<file path="config.mk">
export PLATFORM = sky130hd
export DESIGN_NAME = spe_ctrl
export DESIGN_NICKNAME = d
export VERILOG_FILES = /design/src/rtl/spe_pkg.sv /design/src/rtl/spe_ctrl.sv
export SDC_FILE = /design/constraint.sdc
export NUM_CORES = 1
export LEC_CHECK = 0
export ABC_AREA = 1
export BUFFER_PORTS_ARGS = -buffer_cell sky130_fd_sc_hd__buf_4
export CORE_MARGIN = 5
export CORE_UTILIZATION = 29
export DETAILED_ROUTE_END_ITERATION = 10
export GPL_TIMING_DRIVEN = 0
export MAX_ROUTING_LAYER = met4
export PLACE_DENSITY = 0.45
export SYNTH_ARGS = -nofsm -noshare
export SYNTH_HDL_FRONTEND = slang
export SYNTH_SLANG_ARGS = --single-unit
</file>
<file path="constraint.sdc">
create_clock -name clk -period 2.1 [get_ports clk]
set_input_delay 0.315 -clock clk [delete_from_list [all_inputs] [get_ports clk]]
set_output_delay 0.315 -clock clk [all_outputs]
set_load 0.02 [all_outputs]
</file>
<file path="src/rtl/spe_pkg.sv">
`timescale 1ns / 1ps
package spe_pkg;

  localparam logic [2:0] MODE_ADD    = 3'd0;
  localparam logic [2:0] MODE_REMOVE = 3'd1;
  localparam logic [2:0] MODE_SET    = 3'd2;
  localparam logic [2:0] MODE_SORT   = 3'd3;
  localparam logic [2:0] MODE_COUNT  = 3'd4;
  localparam logic [2:0] MODE_READ   = 3'd5;

  localparam logic [1:0] ST_OK   = 2'd0;
  localparam logic [1:0] ST_FULL = 2'd1;
  localparam logic [1:0] ST_MISS = 2'd2;

  typedef struct packed {
    logic [2:0]         mode;
    logic [9:0]         first_id;
    logic [9:0]         second_id;
    logic signed [31:0] first_value;
    logic signed [31:0] second_value;
    logic [7:0]         read_index;
  } in_t;

  typedef struct packed {
    logic [1:0]         status;
    logic [15:0]        test_count;
    logic [9:0]         entry_id;
    logic               entry_is_max;
    logic signed [31:0] entry_value;
    logic [8:0]         endpoint_count;
  } out_t;

  typedef struct packed {
    logic [9:0]         id;
    logic               is_max;
    logic signed [31:0] value;
  } entry_t;

  typedef enum logic [5:0] {
    S_IDLE, S_DISPATCH, S_ADD_LO, S_ADD_HI, S_RM_RD, S_RM_CK, S_SH_RD, S_SH_WR,
    S_SV_RD, S_SV_CK, S_SV_WR, S_RD_RD, S_RD_CAP, S_CT_RD, S_CT_CK,
    S_IS_RDI, S_IS_RDP, S_IS_CKP, S_IS_WR, S_IS_CK2, S_IS_PUT,
    S_QS_INIT0, S_QS_INIT1, S_QS_POP, S_QS_POP2, S_QS_DEC,
    S_QP_RR, S_QP_SW, S_QP_SW2, S_QP_IR, S_QP_IC, S_QP_JR, S_QP_JC, S_QP_SWJ,
    S_QP_END, S_QP_END2, S_QP_PUSH, S_DONE
  } spe_state_t;

  typedef enum logic [5:0] {
    OP_NOP, OP_LOAD, OP_DISPATCH, OP_ADD_LO, OP_ADD_HI, OP_RM_RD, OP_RM_CK,
    OP_SH_RD, OP_SH_WR, OP_SV_RD, OP_SV_CK, OP_SV_WR, OP_RD_RD, OP_RD_CAP,
    OP_CT_RD, OP_CT_CK, OP_IS_RDI, OP_IS_RDP, OP_IS_CKP, OP_IS_WR, OP_IS_PUT,
    OP_QS_INIT0, OP_QS_INIT1, OP_QS_POP, OP_QS_POP2, OP_QS_DEC,
    OP_QP_RR, OP_QP_SW, OP_QP_SW2, OP_QP_IR, OP_QP_IC, OP_QP_JR, OP_QP_JC,
    OP_QP_SWJ, OP_QP_END, OP_QP_END2, OP_QP_PUSH, OP_EMIT
  } spe_op_t;

  typedef struct packed {
    logic [2:0] mode;
    logic       full;
    logic       ridx_ok;
    logic       i_lt_cnt;
    logic       rd_match;
    logic       found;
    logic       i_eq_p1;
    logic       sv_match;
    logic       i_gt_hi;
    logic       gt_t;
    logic       j_gt1;
    logic       over;
    logic       ir;
    logic       sp_zero;
    logic       part_ok;
    logic       lt_piv;
    logic       j_cont;
    logic       i_ge_j;
    logic       push_last;
  } spe_flags_t;

endpackage

</file>
<file path="src/rtl/spe_ctrl.sv">
`timescale 1ns / 1ps
module spe_ctrl (
  input  logic               clk,
  input  logic               rst_n,
  input  logic               in_valid,
  output logic               in_ready,
  output logic               out_valid,
  input  logic               out_ready,
  input  spe_pkg::spe_flags_t flags,
  output spe_pkg::spe_op_t   op
);
  import spe_pkg::*;

  spe_state_t state_r, state_nxt;
  logic       out_valid_r, out_valid_nxt;
  logic       out_free;

  assign out_free  = !out_valid_r || out_ready;
  assign in_ready  = (state_r == S_IDLE);
  assign out_valid = out_valid_r;

  always_comb begin
    state_nxt = state_r;
    case (state_r)
      S_IDLE:     if (in_valid) state_nxt = S_DISPATCH;
      S_DISPATCH: begin
        case (flags.mode)
          MODE_ADD:    state_nxt = flags.full ? S_DONE : S_ADD_LO;
          MODE_REMOVE: state_nxt = S_RM_RD;
          MODE_SET:    state_nxt = S_SV_RD;
          MODE_SORT:   state_nxt = S_IS_RDI;
          MODE_COUNT:  state_nxt = S_CT_RD;
          MODE_READ:   state_nxt = flags.ridx_ok ? S_RD_RD : S_DONE;
          default:     state_nxt = S_DONE;
        endcase
      end
      S_ADD_LO:   state_nxt = S_ADD_HI;
      S_ADD_HI:   state_nxt = S_DONE;
      S_RM_RD:    state_nxt = flags.i_lt_cnt ? S_RM_CK : S_DONE;
      S_RM_CK:    state_nxt = (flags.rd_match && flags.found) ? S_SH_RD : S_RM_RD;
      S_SH_RD: begin
        if (!flags.i_lt_cnt) state_nxt = S_DONE;
        else if (flags.i_eq_p1) state_nxt = S_SH_RD;
        else state_nxt = S_SH_WR;
      end
      S_SH_WR:    state_nxt = S_SH_RD;
      S_SV_RD:    state_nxt = flags.i_lt_cnt ? S_SV_CK : S_DONE;
      S_SV_CK:    state_nxt = flags.sv_match ? S_SV_WR : S_SV_RD;
      S_SV_WR:    state_nxt = S_DONE;
      S_RD_RD:    state_nxt = S_RD_CAP;
      S_RD_CAP:   state_nxt = S_DONE;
      S_CT_RD:    state_nxt = flags.i_lt_cnt ? S_CT_CK : S_DONE;
      S_CT_CK:    state_nxt = S_CT_RD;
      S_IS_RDI: begin
        if (!flags.i_gt_hi) state_nxt = S_IS_RDP;
        else state_nxt = flags.ir ? S_QS_POP : S_DONE;
      end
      S_IS_RDP:   state_nxt = S_IS_CKP;
      S_IS_CKP:   state_nxt = flags.gt_t ? S_IS_WR : S_IS_RDI;
      S_IS_WR:    state_nxt = flags.j_gt1 ? S_IS_CK2 : S_IS_PUT;
      S_IS_CK2:   state_nxt = flags.gt_t ? S_IS_WR : S_IS_PUT;
      S_IS_PUT:   state_nxt = (!flags.ir && flags.over) ? S_QS_INIT0 : S_IS_RDI;
      S_QS_INIT0: state_nxt = S_QS_INIT1;
      S_QS_INIT1: state_nxt = S_QS_POP;
      S_QS_POP:   state_nxt = flags.sp_zero ? S_DONE : S_QS_POP2;
      S_QS_POP2:  state_nxt = S_QS_DEC;
      S_QS_DEC:   state_nxt = flags.part_ok ? S_QP_RR : S_IS_RDI;
      S_QP_RR:    state_nxt = S_QP_SW;
      S_QP_SW:    state_nxt = S_QP_SW2;
      S_QP_SW2:   state_nxt = S_QP_IR;
      S_QP_IR:    state_nxt = S_QP_IC;
      S_QP_IC:    state_nxt = flags.lt_piv ? S_QP_IR : S_QP_JR;
      S_QP_JR:    state_nxt = S_QP_JC;
      S_QP_JC: begin
        if (flags.j_cont) state_nxt = S_QP_JR;
        else state_nxt = flags.i_ge_j ? S_QP_END : S_QP_SWJ;
      end
      S_QP_SWJ:   state_nxt = S_QP_IR;
      S_QP_END:   state_nxt = S_QP_END2;
      S_QP_END2:  state_nxt = S_QP_PUSH;
      S_QP_PUSH:  state_nxt = flags.push_last ? S_QS_POP : S_QP_PUSH;
      S_DONE:     if (out_free) state_nxt = S_IDLE;
      default:    state_nxt = S_IDLE;
    endcase
  end

  always_comb begin
    op = OP_NOP;
    case (state_r)
      S_IDLE:     op = in_valid ? OP_LOAD : OP_NOP;
      S_DISPATCH: op = OP_DISPATCH;
      S_ADD_LO:   op = OP_ADD_LO;
      S_ADD_HI:   op = OP_ADD_HI;
      S_RM_RD:    op = OP_RM_RD;
      S_RM_CK:    op = OP_RM_CK;
      S_SH_RD:    op = OP_SH_RD;
      S_SH_WR:    op = OP_SH_WR;
      S_SV_RD:    op = OP_SV_RD;
      S_SV_CK:    op = OP_SV_CK;
      S_SV_WR:    op = OP_SV_WR;
      S_RD_RD:    op = OP_RD_RD;
      S_RD_CAP:   op = OP_RD_CAP;
      S_CT_RD:    op = OP_CT_RD;
      S_CT_CK:    op = OP_CT_CK;
      S_IS_RDI:   op = OP_IS_RDI;
      S_IS_RDP:   op = OP_IS_RDP;
      S_IS_CKP:   op = OP_IS_CKP;
      S_IS_WR:    op = OP_IS_WR;
      S_IS_CK2:   op = OP_NOP;
      S_IS_PUT:   op = OP_IS_PUT;
      S_QS_INIT0: op = OP_QS_INIT0;
      S_QS_INIT1: op = OP_QS_INIT1;
      S_QS_POP:   op = OP_QS_POP;
      S_QS_POP2:  op = OP_QS_POP2;
      S_QS_DEC:   op = OP_QS_DEC;
      S_QP_RR:    op = OP_QP_RR;
      S_QP_SW:    op = OP_QP_SW;
      S_QP_SW2:   op = OP_QP_SW2;
      S_QP_IR:    op = OP_QP_IR;
      S_QP_IC:    op = OP_QP_IC;
      S_QP_JR:    op = OP_QP_JR;
      S_QP_JC:    op = OP_QP_JC;
      S_QP_SWJ:   op = OP_QP_SWJ;
      S_QP_END:   op = OP_QP_END;
      S_QP_END2:  op = OP_QP_END2;
      S_QP_PUSH:  op = OP_QP_PUSH;
      S_DONE:     op = out_free ? OP_EMIT : OP_NOP;
      default:    op = OP_NOP;
    endcase
  end

  always_comb begin
    out_valid_nxt = out_valid_r;
    if (state_r == S_DONE && out_free) out_valid_nxt = 1'b1;
    else if (out_ready) out_valid_nxt = 1'b0;
  end

  always_ff @(posedge clk) begin
    if (!rst_n) begin
      state_r     <= S_IDLE;
      out_valid_r <= 1'b0;
    end else begin
      state_r     <= state_nxt;
      out_valid_r <= out_valid_nxt;
    end
  end

endmodule

</file>
==> Implementation_results.wiki <==
{| class="wikitable"
! Metric !! Value
|-
| Result of the run || complete, no violations
|-
| Number of remaining DRC errors || 0
|-
| WP buf/inv || 2
|-
| Top cell type by total area after synthesis || sky130_fd_sc_hd__nand2_1
|-
| Tmin final || 2.08 ns
|-
| Period utilisation layout || 0.992
|-
| Via count of the first global-routing pass || 1957
|-
| PD cells || 1270 nW/um^2
|-
| Summed instance area of the synthesized netlist || 1430 sq um
|-
| Sequential fraction of design power || 0.105
|-
| Number of input and output port buffers inserted || 32
|-
| Number of DRC markers in iteration 0 || 286
|-
| Cts bufs inserted || 3
|-
| Routed length per instance || 15.8 um
|-
| Critical-path top delay cell || sky130_fd_sc_hd__dfxtp_4
|-
| Number of sinks driven by the clock tree || 7
|-
| Crit-path max FO || 10
|-
| Hold_ws || 0.320 ns
|-
| Total wirelength of the detailed-routed design || 6.10 mm
|-
| Critical hold path startpoint || rst_n
|-
| Relative contribution of the clock network to total power || 0.074
|-
| Reg2reg start || state_r[1]
|-
| Die Outline Area || about 6400 sq um
|-
| Category of the worst setup path capture point || output port
|-
| Buffer depth of the longest clock path || 2
|-
| Routability congestion estimate from global placement || 0.914
|-
| Count of pins over their slew limit || 0
|-
| Yosys cell types || 29
|-
| TritonCTS clock tree || built
|-
| Vertical extent of the die || approximately 80 um
|-
| Endpoint of the worst register-to-register path || state_r[0]
|-
| Total via count in the routed design || about 2100
|-
| Initial Utilization || 0.300
|-
| Remaining antenna violation count || 0
|-
| Net count after synthesis || 304
|-
| Chip width || 80.1 um
|-
| Sequential share of the synthesized area || 0.0983
|-
| Post-detailed-route via-to-cell ratio || between 5 and 6
|-
| Gate count after technology mapping || 279
|-
| HPWL Detailed || 5.00 mm
|-
| P&R area growth vs syn || 39.7%
|-
| Power Internal || between 0.001 and 0.0015 W
|-
| Total inserted antenna cells || 0
|-
| Crit. Startpoint || state_r[4]
|-
| Row cnt || 25
|-
| Fraction of final layout cells sized beyond drive strength 1 || 0.285
|-
| Logic pwr share || 0.821
|-
| Register-to-Register Path Depth || 12
|-
| Number of storage elements in the synthesis netlist || 7
|-
| Setup slack, reg-to-reg || 0.35 ns
|-
| Total net switching power || 0.00148 W
|-
| Critical path start-end classification || flip-flop to output port
|-
| Count of fill cells added during filler insertion || 548
|-
| Worst-case headroom to the max-slew limit || 0.758
|-
| Placeable core region || 4750 sq um
|-
| Max Fclk || 480 MHz
|-
| Gr ovfl total || 0
|-
| H-tree depth || 1
|-
| Wire length of the first global-routing pass || 9.61 mm
|-
| Delay of the slowest cell on the worst path || 0.36 ns
|-
| Critical path arrival || 1.77 ns
|-
| Fin worst setup slack || 0.0170 ns
|-
| Root buf cell || sky130_fd_sc_hd__clkbuf_8
|-
| All-Layer GR Usage || 0.197
|-
| Gate family responsible for the most delay along the worst path || simple AND/OR/NAND/NOR gates
|-
| Worst IR drop on VDD || 0.783 mV
|-
| Actual transition at the worst max-transition pin || 0.362 ns
|-
| Top-level I/O count || 33
|-
| Final setup violation count || 0
|-
| Number of max-cap violations || 0
|-
| Dpl cell area || 1750 sq um
|-
| Worst min-delay path category || primary input to flip-flop
|-
| Antenna violations before repair || 0
|-
| CTS hold repair buffers || 0
|-
| Setup WS pre-CTS || -0.0122 ns
|-
| Capture point of the worst path || op[2]
|-
| Synth area leaders || sky130_fd_sc_hd__nand2_1 (20%), sky130_fd_sc_hd__nand3_1 (14%), sky130_fd_sc_hd__nor2_1 (14%), sky130_fd_sc_hd__dfxtp_1 (9.8%), sky130_fd_sc_hd__inv_1 (7.4%)
|-
| Proportion of total power due to net switching || 0.587
|-
| Final number of hold-violating endpoints || 0
|-
| Largest clock skew in the final design || 0.000427 ns
|-
| Crit path required time || 1.78 ns
|-
| List of cells traversed by the critical path || nor2_4, clkbuf_4, nand3_2, nand2_1, nor4_1, nand4_1, buf_4
|-
| Average instance area after synthesis || just over 5 sq um
|-
| Critical path startpoint category || flip-flop
|-
| Core occupancy in the finished layout || 0.419
|-
| Count of yosys warnings during synthesis || 0
|-
| Total Nets Final || ~350
|-
| Worst-skew pair later-pin latency || roughly 0.22 ns
|-
| Detailed-routing iteration count for the pre-antenna-repair pass || 5
|-
| Leakage dissipation || 1.04 nW
|-
| Pin count of the biggest net entering global routing || 11
|-
| Setup repair after global routing missed its margin || yes
|-
| Clock transition at path regs || 0.04 ns
|-
| Design area || 1990 sq um
|-
| Portion of synthesized cell area occupied by the leading cell type || 0.200
|-
| Number of cells on the critical path || 7
|}
[cells by family (layout without fill, tap and decap cells)]
kind of cell    count (synthesis)  after routing  synth area share
compound gates                 28             28             0.121
simple gates                  209            209             0.680
buf+inv                        35             75             0.100
flops                           7              7            0.0983
[worst min path at each step]
stage                       to  slack (ns)  depth (start not counted)
floorplan           state_r[2]        0.41                          2
global placement     out_valid        0.55                          2
detailed placement   out_valid        0.55                          2
CTS                  out_valid        0.31                          2
global route         out_valid        0.33                          2
finish               out_valid        0.32                          2
[state kept, by name, indices dropped and copies added, names as in the netlist]
register / count
state_r: 6
out_valid: 1
[cell usage in the layout (no fill, tap or decap), drive strengths merged]
| master | synthesis | routed |
|---|---|---|
| nand2 | 76 | 76 |
| nor2 | 61 | 61 |
| nand3 | 44 | 44 |
| buf | 5 | 39 |
| inv | 30 | 29 |
| nand4 | 11 | 11 |
| o21ai | 9 | 9 |
| nor3 | 8 | 8 |
| a21oi | 8 | 8 |
| dfxtp | 7 | 7 |
| clkbuf | 0 | 6 |
| nor4 | 4 | 4 |
| o211ai | 2 | 2 |
| a311oi | 2 | 2 |
| o22ai | 2 | 2 |
| clkinvlp | 0 | 1 |
| nor4b | 1 | 1 |
| a211oi | 1 | 1 |
| a2111o | 1 | 1 |
| or2 | 1 | 1 |
| o21a | 1 | 1 |
| nand3b | 1 | 1 |
| nor3b | 1 | 1 |
| and2 | 1 | 1 |
| o2111ai | 1 | 1 |
| o31ai | 1 | 1 |
[cells in the mapped netlist, drive strengths merged]
library cell   n
nor4b          1
nor2          61
nand2         76
dfxtp          7
o2111ai        1
nor4           4
a311oi         2
o21a           1
o21ai          9
or2            1
a211oi         1
o22ai          2
nor3           8
buf            5
inv           30
nand3         44
a21oi          8
nand4         11
nor3b          1
o211ai         2
a2111o         1
nand3b         1
o31ai          1
and2           1
[power by group through the flow]
stage	clock (W)	sequential [W]	combinational, W
final	0.000187	0.000264	0.00207
after global routing	0.000205	0.000270	0.00224
after CTS	0.000194	0.000254	0.00184
after detailed placement	0	0.000245	0.00177
after global placement	0	0.000243	0.00183
after floorplan	0	0.000232	0.00118
[through the flow]
step	TNS, ns	power, W	std cells
2_1_floorplan	0	0.00141	279
4_1_cts	0	0.00229	382
6_report	0	0.00252	386
5_1_grt	-0.128	0.00272	386
3_5_place_dp	-0.0122	0.00202	378
3_3_place_gp	-0.0600	0.00207	378
[worst register-to-register path: stages, from the launching register on]
cell	delay [ns]
sky130_fd_sc_hd__dfxtp_1	0.31
sky130_fd_sc_hd__buf_6	0.15
sky130_fd_sc_hd__inv_4	0.07
sky130_fd_sc_hd__nor2_4	0.26
sky130_fd_sc_hd__buf_4	0.17
sky130_fd_sc_hd__nand3_2	0.09
sky130_fd_sc_hd__nand2_1	0.13
sky130_fd_sc_hd__nor2_1	0.06
sky130_fd_sc_hd__nand2_1	0.11
sky130_fd_sc_hd__nor2_1	0.07
sky130_fd_sc_hd__nand3_1	0.06
sky130_fd_sc_hd__nand2_1	0.08
sky130_fd_sc_hd__a21oi_1	0.12
[layout make-up]
cell class | count | area, sq um | area share
multi-input cells | 237 | 1280 | 0.642
repair buffers | 36 | 274 | 0.138
flip-flops and latches | 7 | 153 | 0.0767
inverters | 30 | 119 | 0.0597
well taps | 67 | 83.8 | 0.0421
clock buffers | 4 | 45.0 | 0.0226
plain buffers | 5 | 38.8 | 0.0195
[what timing repair did]
item	CTS	global route
buffers inserted	0	4
endpoints found under the setup margin	6	6
pin swaps	1	6
resized for setup	20	27
[metal layers]
metal | wire [um] | GRT usage
met5 | 0 | -
met4 | 259 | 0.0760
met3 | 594 | 0.0348
met2 | 2700 | 0.295
met1 | 2540 | 0.263
No activity file was read; power rests on OpenSTA's default activity.
